[src/design/isorx_pkg.sv]
// Shared types and constants for the transport-layer receive reassembler.
package isorx_pkg;

  // Configuration register indexes.
  localparam logic [1:0] REG_ADDR_MODE   = 2'd0;
  localparam logic [1:0] REG_EXT_ADDRESS = 2'd1;
  localparam logic [1:0] REG_BUFFER_SIZE = 2'd2;

  localparam logic [11:0] BUFFER_SIZE_RESET = 12'd256;

  // Result kinds.
  localparam logic KIND_SEG = 1'b0;
  localparam logic KIND_FC  = 1'b1;

  // Protocol bytes.
  localparam logic [7:0] PCI_FIRST_FRAME = 8'h10;
  localparam int unsigned FF_FLAG_BIT    = 4;
  localparam logic [7:0] SVC_NEG_RESP    = 8'h7F;
  localparam logic [7:0] NRC_PENDING     = 8'h78;
  localparam logic [7:0] SEQ_FC_RESEND   = 8'h2F;
  localparam logic [7:0] FC_PCI          = 8'h30;
  localparam logic [7:0] FC_BLOCK_SIZE   = 8'h0F;

  localparam logic [8:0] FF_ADJ_NORMAL  = 9'd6;
  localparam logic [8:0] FF_ADJ_EXT     = 9'd5;
  localparam logic [2:0] SEG_LEN_NORMAL = 3'd7;
  localparam logic [2:0] SEG_LEN_EXT    = 3'd6;
  localparam logic [3:0] SF_LEN_NORMAL  = 4'd8;
  localparam logic [3:0] SF_LEN_EXT     = 4'd7;

  typedef struct packed {
    logic        ext_mode;
    logic [7:0]  ext_address;
    logic [11:0] buffer_size;
  } cfg_t;

  // One classified frame: its payload segment and whether a flow control follows.
  typedef struct packed {
    logic [63:0] seg_bytes;
    logic [3:0]  seg_count;
    logic [11:0] seg_offset;
    logic        message_done;
    logic        with_fc;
  } cmd_t;

  typedef enum logic {
    PH_SEG,
    PH_FC
  } phase_t;

endpackage

[src/design/isotp_rx_reassembler.sv]
// Top level of the transport-layer receive reassembler.
// An accepted frame's results pass through the command queue and then the output register.
// Frames are taken one per cycle while the command queue is not full; a frame that adds a flow control
// yields two results from the output register, and the command queue absorbs that until it fills.
// Reset (synchronous, active high) returns to idle and loads buffer_size 256.
module isotp_rx_reassembler #(
  parameter int CMD_DEPTH = 4
) (
  input  logic        clk,
  input  logic        rst,
  input  logic        cfg_we,
  input  logic [1:0]  cfg_index,
  input  logic [11:0] cfg_data,
  input  logic        push,
  output logic        full,
  input  logic [63:0] frame_bytes,
  input  logic        pop,
  output logic        empty,
  output logic        kind,
  output logic [63:0] seg_bytes,
  output logic [3:0]  seg_count,
  output logic [11:0] seg_offset,
  output logic        message_done,
  output logic        last
);
  import isorx_pkg::*;

  cfg_t cfg;
  cmd_t front_cmd, head_cmd;
  logic accept;
  logic front_push;
  logic cmd_pop;
  logic cmd_empty;

  always_ff @(posedge clk) begin
    if (rst) begin
      cfg.ext_mode    <= 1'b0;
      cfg.ext_address <= 8'd0;
      cfg.buffer_size <= BUFFER_SIZE_RESET;
    end else if (cfg_we) begin
      unique case (cfg_index)
        REG_ADDR_MODE:   cfg.ext_mode    <= cfg_data[0];
        REG_EXT_ADDRESS: cfg.ext_address <= cfg_data[7:0];
        REG_BUFFER_SIZE: cfg.buffer_size <= cfg_data;
        default: begin
        end
      endcase
    end
  end

  assign accept = push && !full;

  isorx_front u_front (
    .clk         (clk),
    .rst         (rst),
    .cfg         (cfg),
    .accept      (accept),
    .frame_bytes (frame_bytes),
    .cmd         (front_cmd),
    .cmd_push    (front_push)
  );

  isorx_cmd_fifo #(
    .DEPTH (CMD_DEPTH)
  ) u_cmd_fifo (
    .clk     (clk),
    .rst     (rst),
    .wr_en   (front_push),
    .wr_data (front_cmd),
    .rd_en   (cmd_pop),
    .rd_data (head_cmd),
    .full    (full),
    .empty   (cmd_empty)
  );

  isorx_back u_back (
    .clk          (clk),
    .rst          (rst),
    .cfg          (cfg),
    .cmd          (head_cmd),
    .cmd_empty    (cmd_empty),
    .cmd_pop      (cmd_pop),
    .pop          (pop),
    .empty        (empty),
    .kind         (kind),
    .seg_bytes    (seg_bytes),
    .seg_count    (seg_count),
    .seg_offset   (seg_offset),
    .message_done (message_done),
    .last         (last)
  );

endmodule

[src/design/isorx_front.sv]
// Front end: classifies each received frame, tracks reassembly state, issues commands.
module isorx_front (
  input  logic               clk,
  input  logic               rst,
  input  isorx_pkg::cfg_t    cfg,
  input  logic               accept,
  input  logic [63:0]        frame_bytes,
  output isorx_pkg::cmd_t    cmd,
  output logic               cmd_push
);
  import isorx_pkg::*;

  logic        receiving, receiving_next;
  logic [7:0]  remaining, remaining_next;
  logic [11:0] write_offset, write_offset_next;

  logic [7:0]  fb [8];
  logic        ext;
  logic [7:0]  pci, svc, nrc;
  logic [63:0] tail;
  logic [2:0]  seglen;
  logic        drop;
  logic        is_ff;
  logic [63:0] sf_bytes;
  logic [3:0]  sf_len;
  logic        sf_fit, ff_fit, cf_fit;
  logic [8:0]  ff_diff;
  logic [7:0]  ff_rem, cf_rem;
  logic [12:0] cf_end;

  always_comb begin
    for (int i = 0; i < 8; i++) begin
      fb[i] = frame_bytes[8*i +: 8];
    end
  end

  assign ext    = cfg.ext_mode;
  assign pci    = ext ? fb[1] : fb[0];
  assign svc    = ext ? fb[2] : fb[1];
  assign nrc    = ext ? fb[4] : fb[3];
  assign tail   = ext ? (frame_bytes >> 16) : (frame_bytes >> 8);
  assign seglen = ext ? SEG_LEN_EXT : SEG_LEN_NORMAL;

  assign drop  = (svc == SVC_NEG_RESP) && (nrc == NRC_PENDING);
  assign is_ff = ext ? fb[1][FF_FLAG_BIT] : (fb[0] == PCI_FIRST_FRAME);

  assign sf_bytes = ext ? (frame_bytes >> 8) : frame_bytes;
  assign sf_len   = ext ? SF_LEN_EXT : SF_LEN_NORMAL;
  assign sf_fit   = {8'd0, sf_len} <= cfg.buffer_size;
  assign ff_fit   = {9'd0, seglen} <= cfg.buffer_size;

  // A length byte below the first frame's own payload means the message is already complete.
  assign ff_diff = {1'b0, svc} - (ext ? FF_ADJ_EXT : FF_ADJ_NORMAL);
  assign ff_rem  = ff_diff[8] ? 8'd0 : ff_diff[7:0];

  assign cf_rem = (remaining > {5'd0, seglen}) ? (remaining - {5'd0, seglen}) : 8'd0;
  assign cf_end = {1'b0, write_offset} + {10'd0, seglen};
  assign cf_fit = cf_end <= {1'b0, cfg.buffer_size};

  always_comb begin
    receiving_next    = receiving;
    remaining_next    = remaining;
    write_offset_next = write_offset;
    cmd               = '0;
    cmd_push          = 1'b0;
    if (!receiving) begin
      if (!drop) begin
        cmd_push = 1'b1;
        if (!is_ff) begin
          cmd.seg_bytes     = sf_fit ? sf_bytes : 64'd0;
          cmd.seg_count     = sf_fit ? sf_len : 4'd0;
          cmd.message_done  = 1'b1;
          write_offset_next = 12'd0;
        end else begin
          cmd.seg_bytes     = ff_fit ? tail : 64'd0;
          cmd.seg_count     = ff_fit ? {1'b0, seglen} : 4'd0;
          cmd.message_done  = (ff_rem == 8'd0);
          cmd.with_fc       = 1'b1;
          remaining_next    = ff_rem;
          write_offset_next = ff_fit ? {9'd0, seglen} : 12'd0;
          receiving_next    = (ff_rem != 8'd0);
        end
      end
    end else begin
      cmd_push         = 1'b1;
      cmd.seg_bytes    = cf_fit ? tail : 64'd0;
      cmd.seg_count    = cf_fit ? {1'b0, seglen} : 4'd0;
      cmd.seg_offset   = write_offset;
      cmd.message_done = (cf_rem == 8'd0);
      cmd.with_fc      = (pci == SEQ_FC_RESEND);
      remaining_next   = cf_rem;
      if (cf_fit) begin
        write_offset_next = cf_end[11:0];
      end
      receiving_next = (cf_rem != 8'd0);
    end
    cmd_push = cmd_push & accept;
  end

  always_ff @(posedge clk) begin
    if (rst) begin
      receiving    <= 1'b0;
      remaining    <= 8'd0;
      write_offset <= 12'd0;
    end else if (accept) begin
      receiving    <= receiving_next;
      remaining    <= remaining_next;
      write_offset <= write_offset_next;
    end
  end

endmodule

[src/design/isorx_cmd_fifo.sv]
// Short command queue between the frame classifier and the result sequencer.
module isorx_cmd_fifo #(
  parameter int DEPTH = 4
) (
  input  logic             clk,
  input  logic             rst,
  input  logic             wr_en,
  input  isorx_pkg::cmd_t  wr_data,
  input  logic             rd_en,
  output isorx_pkg::cmd_t  rd_data,
  output logic             full,
  output logic             empty
);
  import isorx_pkg::*;

  localparam int AW = (DEPTH > 1) ? $clog2(DEPTH) : 1;
  localparam int CW = $clog2(DEPTH + 1);
  localparam logic [AW-1:0] LAST_PTR = AW'(DEPTH - 1);
  localparam logic [CW-1:0] FULL_CNT = CW'(DEPTH);

  cmd_t          entries [DEPTH];
  logic [AW-1:0] wr_ptr, rd_ptr;
  logic [CW-1:0] count;
  logic          do_wr, do_rd;

  assign full    = (count == FULL_CNT);
  assign empty   = (count == '0);
  assign do_wr   = wr_en && !full;
  assign do_rd   = rd_en && !empty;
  assign rd_data = entries[rd_ptr];

  always_ff @(posedge clk) begin
    if (do_wr) begin
      entries[wr_ptr] <= wr_data;
    end
  end

  always_ff @(posedge clk) begin
    if (rst) begin
      wr_ptr <= '0;
      rd_ptr <= '0;
      count  <= '0;
    end else begin
      if (do_wr) begin
        wr_ptr <= (wr_ptr == LAST_PTR) ? '0 : wr_ptr + AW'(1);
      end
      if (do_rd) begin
        rd_ptr <= (rd_ptr == LAST_PTR) ? '0 : rd_ptr + AW'(1);
      end
      if (do_wr && !do_rd) begin
        count <= count + CW'(1);
      end else if (do_rd && !do_wr) begin
        count <= count - CW'(1);
      end
    end
  end

endmodule

[src/design/isorx_back.sv]
// Back end: expands each command into its segment and optional flow control result.
module isorx_back (
  input  logic               clk,
  input  logic               rst,
  input  isorx_pkg::cfg_t    cfg,
  input  isorx_pkg::cmd_t    cmd,
  input  logic               cmd_empty,
  output logic               cmd_pop,
  input  logic               pop,
  output logic               empty,
  output logic               kind,
  output logic [63:0]        seg_bytes,
  output logic [3:0]         seg_count,
  output logic [11:0]        seg_offset,
  output logic               message_done,
  output logic               last
);
  import isorx_pkg::*;

  phase_t      phase, phase_next;
  logic        out_valid;
  logic        load;
  logic [63:0] fc_bytes;

  logic        kind_next;
  logic [63:0] bytes_next;
  logic [3:0]  count_next;
  logic [11:0] offset_next;
  logic        done_next;
  logic        last_next;

  assign fc_bytes = cfg.ext_mode ? {40'd0, FC_BLOCK_SIZE, FC_PCI, cfg.ext_address}
                                 : {48'd0, FC_BLOCK_SIZE, FC_PCI};

  // The output register refills in the same cycle that its result is transferred.
  assign load  = (!out_valid || pop) && !cmd_empty;
  assign empty = !out_valid;

  always_comb begin
    phase_next  = phase;
    cmd_pop     = 1'b0;
    kind_next   = KIND_SEG;
    bytes_next  = cmd.seg_bytes;
    count_next  = cmd.seg_count;
    offset_next = cmd.seg_offset;
    done_next   = cmd.message_done;
    last_next   = !cmd.with_fc;
    unique case (phase)
      PH_SEG: begin
        if (load) begin
          if (cmd.with_fc) begin
            phase_next = PH_FC;
          end else begin
            cmd_pop = 1'b1;
          end
        end
      end
      PH_FC: begin
        kind_next   = KIND_FC;
        bytes_next  = fc_bytes;
        count_next  = 4'd0;
        offset_next = 12'd0;
        done_next   = 1'b0;
        last_next   = 1'b1;
        if (load) begin
          cmd_pop    = 1'b1;
          phase_next = PH_SEG;
        end
      end
      default: begin
        phase_next = PH_SEG;
      end
    endcase
  end

  always_ff @(posedge clk) begin
    if (rst) begin
      phase     <= PH_SEG;
      out_valid <= 1'b0;
    end else begin
      phase <= phase_next;
      if (load) begin
        out_valid <= 1'b1;
      end else if (pop) begin
        out_valid <= 1'b0;
      end
    end
  end

  always_ff @(posedge clk) begin
    if (load) begin
      kind         <= kind_next;
      seg_bytes    <= bytes_next;
      seg_count    <= count_next;
      seg_offset   <= offset_next;
      message_done <= done_next;
      last         <= last_next;
    end
  end

endmodule

[config.mk]
export PLATFORM = sky130hd
export DESIGN_NAME = isotp_rx_reassembler
export DESIGN_NICKNAME = d
export VERILOG_FILES = /design/src/design/isorx_pkg.sv /design/src/design/isotp_rx_reassembler.sv /design/src/design/isorx_front.sv /design/src/design/isorx_cmd_fifo.sv /design/src/design/isorx_back.sv
export SDC_FILE = /design/constraint.sdc
export NUM_CORES = 1
export LEC_CHECK = 0
export BUFFER_PORTS_ARGS = -buffer_cell sky130_fd_sc_hd__buf_4
export CAP_MARGIN = 10
export CORE_MARGIN = 2
export CORE_UTILIZATION = 30
export DETAILED_ROUTE_END_ITERATION = 16
export SYNTH_ARGS = -nofsm -noshare
export SYNTH_HDL_FRONTEND = slang
export SYNTH_HIERARCHICAL = 1
export SYNTH_SLANG_ARGS = --single-unit
export TNS_END_PERCENT = 100
[constraint.sdc]
create_clock -name clk -period 17.3 [get_ports clk]
set_input_delay 2.595 -clock clk [delete_from_list [all_inputs] [get_ports clk]]
set_output_delay 2.595 -clock clk [all_outputs]
set_load 0.05 [all_outputs]
Word level (Yosys, flattened, before mapping)
Memories as Yosys holds them, arrays and structs flattened. A register that Yosys moved wholly into a read port is not among the register bits.
Cells that the tools add are included.
{ "op_classes": {"addsub": 7, "order_cmp": 4, "n_eq_ne": 11, "mux": 59, "n_bitwise": 2, "n_reduce_logical": 28} }
{ "op_table": {"columns": ["op", "n"], "rows": [
  ["$mux W64", 5],
  ["$mux W68", 3],
  ["$mux W8", 8],
  ["$mux W12", 5],
  ["$mux W56", 1],
  ["$mux W1", 20],
  ["$mux W20", 1],
  ["$eq A8 B7 Y1 const B", 2],
  ["$logic_not A8 Y1", 2],
  ["$reduce_bool A8 Y1", 2],
  ["$mux W3", 5],
  ["$mux W2", 7],
  ["$add A12 B3 Y13", 1],
  ["$le A13 B12 Y1", 1],
  ["$le A3 B12 Y1", 1],
  ["$le A4 B12 Y1", 1],
  ["$sub A8 B9 Y9", 1],
  ["$eq A8 B5 Y1 const B", 1],
  ["$eq A8 B6 Y1 const B", 1],
  ["$gt A8 B3 Y1", 1],
  ["$mux W4", 2],
  ["$sub A8 B3 Y8", 1],
  ["$logic_and A1 B1 Y1", 7],
  ["$eq A2 B2 Y1 const B", 3],
  ["other kinds (17)", 29]
]} }
{ "totals": {"reg_bits": 134, "ram_bits": 328, "in_bits": 83, "elab_cells": 129, "memories": 1} }
{ "memory_table": {"columns": ["memory", "depth", "width", "rd", "rd_ports_with_merged_regs", "write_ports", "line", "text"], "rows": [
  ["u_cmd_fifo.entries", 4, 82, 1, 1, 1, "isorx_cmd_fifo.sv:21", "cmd_t entries [DEPTH];"]
]} }

Depth between registers and ports, before layout
Gate-level depths: netlist of the first run.
{ "logic_depth": {"word_depth": 11, "depth_mapped": 21, "ltp_nobuf": 16} }

By module
The synthesis of the first run kept the hierarchy.
{ "modules_own_cells": {"columns": ["module", "instances", "cells_each", "area_per_inst_um2", "seq_area_each_um2"], "rows": [
  ["isorx_cmd_fifo", 1, 478, 12340.6, 10029.6],
  ["isorx_front", 1, 510, 3867.5, 420.4],
  ["isorx_back", 1, 211, 3229.3, 2532.4],
  ["isotp_rx_reassembler", 1, 85, 909.6, 420.4]
]} }

Worst setup path before layout of the first run
OpenSTA, ideal clock, no wires.
{ "synth_timing": {"kind": "input-to-reg", "startpoint": "input pop", "endpoint": "register u_cmd_fifo.count[2]", "setup_time_ns": 0.070, "arrival_time_ns": 7.608, "required_time_ns": 17.230, "slack_ns": 9.622, "cell_stages": 10, "path_cell_list": "nor2b_1 nor2_1 and2_1 o31ai_2 ha_1 inv_1 fa_1 xor2_1 or3_1 a21oi_1"} }
{ "synth_between": {"elab_chain_len": 8, "word_cells_on_any_way": 11} }
{ "synth_rtl": {"columns": ["item", "line", "text"], "rows": [
  ["from (decl)", "isotp_rx_reassembler.sv:17", "input logic pop,"],
  ["$logic_or A1 B1 Y1 (*)", "isorx_back.sv:36", "assign load = (!out_valid || pop) && !cmd_empty;"],
  ["$logic_and A1 B1 Y1 (*)", "isorx_back.sv:36", null],
  ["net u_back.load", "isorx_back.sv:22", "logic load;"],
  ["$mux W1 (on tied branches)", "isorx_back.sv:65, isorx_back.sv:50", null],
  ["$pmux W1 S2 (*)", "isorx_back.sv:48", "unique case (phase)"],
  ["net cmd_pop", "isotp_rx_reassembler.sv:32", "logic cmd_pop;"],
  ["$logic_and A1 B1 Y1 (*)", "isorx_cmd_fifo.sv:29", "assign do_rd = rd_en && !empty;"],
  ["$logic_not A1 Y1", "isorx_cmd_fifo.sv:50", "if (do_wr && !do_rd) begin"],
  ["$logic_and A1 B1 Y1", "isorx_cmd_fifo.sv:50", null],
  ["$mux W3 / $reduce_bool A2 Y1 (equally long branches)", null, null],
  ["to (signal assigned)", "isorx_cmd_fifo.sv:51", "count <= count + CW'(1);"],
  ["to (signal assigned)", "isorx_cmd_fifo.sv:53", "count <= count - CW'(1);"],
  ["to (decl)", "isorx_cmd_fifo.sv:23", "logic [CW-1:0] count;"]
]} }
Mark *: on every way through the listed nets, which the timed path passes. The rest lies on a longest branch.
A chain may end at the register's enable or synchronous reset.

Final worst setup path of the first run
{ "layout_timing": {"startpoint": "input push", "endpoint": "memory u_cmd_fifo/entries[0][79] (netlist name), enable pin"} }
{ "layout_between": {"elab_chain_len": 5} }
{ "layout_rtl": {"columns": ["item", "line", "text"], "rows": [
  ["from (decl)", "isotp_rx_reassembler.sv:14", "input logic push,"],
  ["$logic_and A1 B1 Y1", "isotp_rx_reassembler.sv:51", "assign accept = push && !full;"],
  ["net accept", "isotp_rx_reassembler.sv:30", "logic accept;"],
  ["$and A1 B1 Y1", "isorx_front.sv:97", "cmd_push = cmd_push & accept;"],
  ["net front_push", "isotp_rx_reassembler.sv:31", "logic front_push;"],
  ["$logic_and A1 B1 Y1", "isorx_cmd_fifo.sv:28", "assign do_wr = wr_en && !full;"],
  ["$mux W1", "isorx_cmd_fifo.sv:33", "if (do_wr) begin"],
  ["$mux W1 (not written as such)", "isorx_cmd_fifo.sv:34", "entries[wr_ptr] <= wr_data;"],
  ["to (decl)", "isorx_cmd_fifo.sv:21", null]
]} }
The timed path passes the listed nets, and every way through them passes these cells.

==> run_results.csv, run 1 <==
group,metric,value,unit
run_status,outcome,"completed",
sta,rsz0062_at_grt,"false",
finish,multi_input_area,0.00627,mm^2
pwr,power.switching,1360,uW
floorplan,core_region_area,0.0672,mm^2
synthesis,synth.most_common_cell,"edfxtp_1",
sta,final.period_utilization,30.4,%
sta,skew,0.0169,ns
global_routing,grt_usage,14.7,%
clock_tree,postCtsSetupBuffers,0,
clock_tree,cts_sinks,464,
routing,antenna_left,0,
worst_setup_path,arrival,5.47,ns
pwr,power_frac_comb,29.8,%
sta,setup_ws,12.04,ns
pwr,seq_power_share,41.4,%
worst_setup_path,crit_type,"in -> reg",
global_routing,grt_pass1_wl,77800,um
synthesis,ys_ff_latch,464,
place,dp.cells,2262,
synthesis,mappedNetlistArea,0.0203,mm^2
pwr,swShare,33.8,%
global_routing,grt_start_max_net_pins,70,
floorplan,die_w,264,um
finish,seq_area,0.0134,mm^2
routing,vias_per_cell,5.04,
routing,drc,0,
routing,wl,52400,um
pwr,max-vdd-ir-drop,0.0000794,V
pwr,p_total,4010,uW
clock_tree,hold_buffers,0,
global_routing,antenna_found_initial,10,
place,dp_slack,11.47,ns
sta,fmax,190,MHz
place,dp_hpwl,34900,um
sta,final_max_slew_viol_count,0,
global_routing,grt_pass1_vias,12045,
sta,hold_violations,0,
synthesis,syn_area_per_cell,15.8,um^2
synthesis,synth_seq_area_share,65.9,%
worst_setup_path,path_max_fanout,57,
synthesis,synth_cell_type_count,79,
place,io_buffers,167,
worst_setup_path,critPathRequiredTime,17.51,ns
floorplan,die_y,264,um
clock_tree,clk_pin_slew,0.06,ns
clock_tree,htree_levels,2,
synthesis,yosysTopAreaCell,"edfxtp_1",
global_routing,overflow,0,
synthesis,synth_area_leaders,"edfxtp_1 61%, mux4_2 9.1%, dfxtp_1 5.2%",
clock_tree,clockBufferDepth,3,
synthesis,yosysTopAreaCellShare,60.7,%
floorplan,die_area,0.0699,mm^2
floorplan,start_util,30.3,%
routing,num_vias,11907,
routing,firstDrtPassIters,6,
finish,final_util,35.9,%
synthesis,async_flop_share,0,%
sta,timing.setup.tns,0,ns
clock_tree,clk-insertion-delay-late,0.60,ns
clock_tree,cts_root_buf,"clkbuf_16",
clock_tree,cts_buffers,52,
pwr,p_leak,0.00846,uW
routing,drtIter0Drc,1044,
pwr,power_density,166,mW/mm^2
pwr,p_int,2660,uW
floorplan,top_level_ports,168,
synthesis,synth_cells,1284,
routing,wl_per_cell,22.2,um
clock_tree,ctsResizeCount,0,
sta,setup_viol,0,
floorplan,rows,95,
run,drv_cap,0,
synthesis,ys_top_cells_by_count,"411 x edfxtp_1, 82 x mux4_2, 70 x mux2i_1",
worst_setup_path,worstSetupEndpointType,"register",
synthesis,syn-num-nets,1396,
pwr,pwr-share-clk,28.8,%
finish,drive_above_1_share,26.2,%
worst_setup_path,cp-start-kind,"input pin",
finish,area_growth,18.6,%
sta,tightest_slew,0.961,ns
synthesis,synth_edf_count,411,
clock_tree,cts_tree,"yes",
sta,fin_crit,5.26,ns
sta,max_slew_margin,36.0,%
place,gp_congestion,0.815,
finish,final_nets,1555,
synthesis,synth_flop_cell,"edfxtp_1",
finish,finalNonFillerCells,2362,
synthesis,yosysWarnings,6,
min_path,hold_path_class,"reg -> reg",
finish,fillers,6307,
sequential cells by signal (all words and copies together) (netlist names), 3 cells and up, named ones only:
register / cells
u_cmd_fifo/entries: 328
u_back/seg_bytes: 64
cfg: 21
u_back/seg_offset: 12
u_front/write_offset: 12
u_front/remaining: 8
u_back/seg_count: 4
u_cmd_fifo/count: 3
final timing paths:
| kind | depth (start not counted) | slack [ns] | endpoint | from |
|---|---|---|---|---|
| min | 2 | 0.48 | cfg[12]$_SDFFE_PP0P_ | cfg[12]$_SDFFE_PP0P_ |
| min reg2reg | 2 | 0.48 | cfg[12]$_SDFFE_PP0P_ | cfg[12]$_SDFFE_PP0P_ |
| max | 6 | 12.04 | u_cmd_fifo/entries[0][79]$_DFFE_PP_ | push |
| max reg2reg | 16 | 12.29 | u_cmd_fifo/entries[0][60]$_DFFE_PP_ | cfg[20]$_SDFFE_PP0P_ |
through the flow:
step	hold WS (ns)	area, um^2
floorplan	0.453	20300
global placement	0.461	22300
detailed placement	0.476	22300
CTS	0.488	24100
global route	0.509	24100
finish	0.481	24100
metal layers:
metal | part of all wire (%) | up-vias | global-route usage [%] | routed length (um)
li1 | - | 5326 | - | -
met1 | 42 | 6057 | 19.5 | 22200
met2 | 47 | 407 | 23.4 | 24500
met3 | 8.1 | 101 | 4.43 | 4220
met4 | 2.7 | 16 | 4.48 | 1410
met5 | 0.18 | - | 0 | 96
power by group through the flow:
stage / Clock [uW] / Sequential [uW] / Combinational [uW]
final: 1160 / 1660 / 1200
after detailed placement: 0 / 1690 / 1220
after global placement: 0 / 1690 / 1210
after floorplan: 0 / 2000 / 521
after CTS: 1190 / 1670 / 1220
after global routing: 1230 / 1690 / 1270
critical path, stage by stage:
cell     delay (ns)
buf_4          0.09
nor2b_1        0.64
inv_1          0.21
nor2_1         0.48
and3_4         0.59
buf_4          0.76
cells by family (layout without fill, tap and decap cells):
logic type | Yosys count | count (layout) | share of synthesized area [%]
DFF | 464 | 464 | 65.9
xor gates and xnor gates | 18 | 18 | 0.775
and+or+nand+nor | 300 | 300 | 8.44
other | 0 | 2 | 0
muxes | 156 | 156 | 12.8
buffers and inverters | 124 | 327 | 3.49
AOI/OAI and AO/OA | 193 | 193 | 6.85
adders and majority gates | 29 | 29 | 1.82
layout by cell type (no fill, tap or decap), drive strengths merged, types with 37 or more instances in the layout:
cell and instances:
dfxtp 53, mux2i 70, edfxtp 411, clkbuf 60
o21ai 43, a22oi 44, nor2 39, nand2 41
nand2b 37, mux4 82, nor2b 68, inv 51
buf 181, a21oi 37
final cells by class:
type                            count  area share, %
Multi-Input combinational cell    696           26.0
Tap cell                          873           4.52
Timing Repair Buffer              181           5.63
Inverter                           48          0.824
Sequential cell                   464           55.6
Clock buffer                       60           5.60
Antenna cell                        2         0.0207
Clock inverter                     38           1.85
No activity file was read; power rests on OpenSTA's default activity.
==> run 2: changes to the inputs <==
==> constraint.sdc (replaced) <==
create_clock -name clk -period 5.3 [get_ports clk]
set_input_delay 0.795 -clock clk [delete_from_list [all_inputs] [get_ports clk]]
set_output_delay 0.795 -clock clk [all_outputs]
set_load 0.05 [all_outputs]
==> run_results.csv, run 2 (synthesis gave the netlist of run 1 again) <==
group,metric,value,unit
run_status,outcome,"completed",
floorplan,rows,95,
floorplan,die_y,264,um
run,drv_cap,0,
global_routing,grt-busiest-layer,"met2",
floorplan,start_util,30.3,%
sta,tightest_slew,0.943,ns
place,io_buffers,167,
pwr,swShare,33.8,%
pwr,p_leak,0.00846,uW
global_routing,use_met2,23.0,%
global_routing,overflow,0,
sta,timing.setup.tns,0,ns
finish,area_growth,18.6,%
worst_setup_path,cp_cell_sequence,"buf_4 > ha_1 > nor2b_1 > o21a_1 > o21a_1 > o21ai_0 > and3_2 > buf_4 > a22oi_1 > mux2i_1",
sta,skew,0.0242,ns
pwr,power_density,535,mW/mm^2
worst_setup_path,path_max_fanout,69,
routing,wl,52900,um
routing,firstDrtPassIters,6,
finish,final_nets,1561,
sta,max_slew_margin,37.1,%
routing,drc,0,
global_routing,grt_usage,15.0,%
clock_tree,clockBufferDepth,3,
finish,largest_register_ffs,328,
worst_setup_path,arrival,4.64,ns
pwr,power_frac_comb,30.7,%
sta,setup_ws,1.01,ns
routing,antenna_left,0,
clock_tree,cts_root_buf,"clkbuf_16",
sta,rsz0062_at_grt,"false",
clock_tree,ctsResizeCount,0,
routing,num_vias,11987,
clock_tree,postCtsSetupBuffers,0,
pwr,pwr-share-clk,27.6,%
global_routing,grt_pass1_wl,78400,um
clock_tree,clk_pin_slew,0.05,ns
clock_tree,clk-insertion-delay-late,0.59,ns
worst_setup_path,cp-start-kind,"register",
clock_tree,cts_tree,"yes",
sta,setup_viol,0,
sta,hold_violations,0,
clock_tree,htree_levels,2,
sta,fmax,233,MHz
worst_setup_path,critPathRequiredTime,5.65,ns
pwr,p_int,8550,uW
routing,vias_per_cell,5.08,
place,dp_hpwl,35600,um
finish,fillers,6321,
floorplan,top_level_ports,168,
pwr,power.switching,4360,uW
sta,final.period_utilization,81.0,%
routing,drtIter0Drc,1062,
sta,fin_crit,4.29,ns
pwr,seq_power_share,41.7,%
finish,reg.largest.list,"u_cmd_fifo/entries x328, u_back/seg_bytes x64, cfg x21",
worst_setup_path,critPathSlowestCell,"and3_2",
finish,regMostFlops,"u_cmd_fifo/entries",
sta,final_max_slew_viol_count,0,
worst_setup_path,critPathMaxStageDelay,0.89,ns
finish,drive_above_1_share,26.4,%
min_path,hold_path_class,"in -> reg",
global_routing,grt_pass1_vias,12116,
floorplan,core_region_area,0.0672,mm^2
finish,layout_commonest_cell,"edfxtp_1",
floorplan,die_area,0.0699,mm^2
place,gp_congestion,0.794,
worst_setup_path,crit_type,"reg -> reg",
global_routing,met3_usage,3.73,%
finish,final_util,35.9,%
global_routing,antenna_found_initial,10,
global_routing,met1_usage,20.8,%
clock_tree,cts_buffers,50,
pwr,max-vdd-ir-drop,0.000310,V
clock_tree,hold_buffers,0,
place,dp_slack,1.05,ns
finish,layout_common_cells,"411 x edfxtp_1, 185 x buf_4, 82 x mux4_2",
global_routing,grt_start_max_net_pins,70,
floorplan,die_w,264,um
clock_tree,cts_sinks,464,
routing,wl_per_cell,22.4,um
worst_setup_path,worstSetupEndpointType,"register",
## run 2: cell count changes in the layout (fill, tap and decap cells not counted), sizes merged
cell	delta
clkbuf	+3
buf	+8
clkinv	-6
diode	-1
inv	-3
bufinv	-3
## run 2: per-layer routing
| layer | vias to the layer above | share of wire (%) |
|---|---|---|
| met2 | 433 | 46 |
| met4 | 18 | 2.6 |
| met1 | 6101 | 44 |
| li1 | 5343 | - |
| met3 | 92 | 7.5 |
| met5 | - | 0.23 |
## run 2: final cells by class
class | count | area, um^2 | area share, %
diodes | 1 | 2.50 | 0.0104
clock buffers | 63 | 1380 | 5.72
clock inverters | 26 | 308 | 1.28
inverters | 48 | 199 | 0.824
multi-input cells | 696 | 6270 | 26.0
flip-flops and latches | 464 | 13400 | 55.6
well taps | 873 | 1090 | 4.52
repair buffers | 189 | 1470 | 6.09
## run 2: through the flow
step           area, um^2  total power, uW  hold slack, ns  cells
3_5_place_dp        22400             9520           0.469   2270
4_1_cts             24100            13100           0.443   2359
3_3_place_gp        22400             9490           0.461   2270
2_1_floorplan       20300             8220           0.453   1284
6_report            24100            12900           0.473   2360
5_1_grt             24100            13500           0.493   2359
## run 2: power by group through the flow
stage | clock network, uW | logic (uW) | registers (uW)
after floorplan | 0 | 1700 | 6510
after global placement | 0 | 4020 | 5470
after detailed placement | 0 | 4040 | 5490
after CTS | 3660 | 4050 | 5420
after global routing | 3790 | 4220 | 5480
final | 3560 | 3970 | 5380
## run 2: path summary, 6_finish.rpt
kind | start | end | slack, ns | cells past startpoint
setup / recovery | cfg[20]$_SDFFE_PP0P_ | u_cmd_fifo/entries[3][41]$_DFFE_PP_ | 1.01 | 10
hold / removal | cfg_data[8] | cfg[8]$_SDFFE_PP1P_ | 0.47 | 3
setup reg to reg | cfg[20]$_SDFFE_PP0P_ | u_cmd_fifo/entries[3][41]$_DFFE_PP_ | 1.01 | 10
hold reg to reg | cfg[19]$_SDFFE_PP0P_ | cfg[19]$_SDFFE_PP0P_ | 0.48 | 2
## run 2: critical path, delay by kind of cell, from the launching register on
family | cells | cell delay, ns
adder cells (fa/ha/maj) | 1 | 0.38
AO/OA/AOI/OAI | 4 | 0.94
flip-flops | 1 | 0.33
buffers and inverters | 2 | 0.97
multiplexers | 1 | 0.40
AND/OR/NAND/NOR | 2 | 1.02
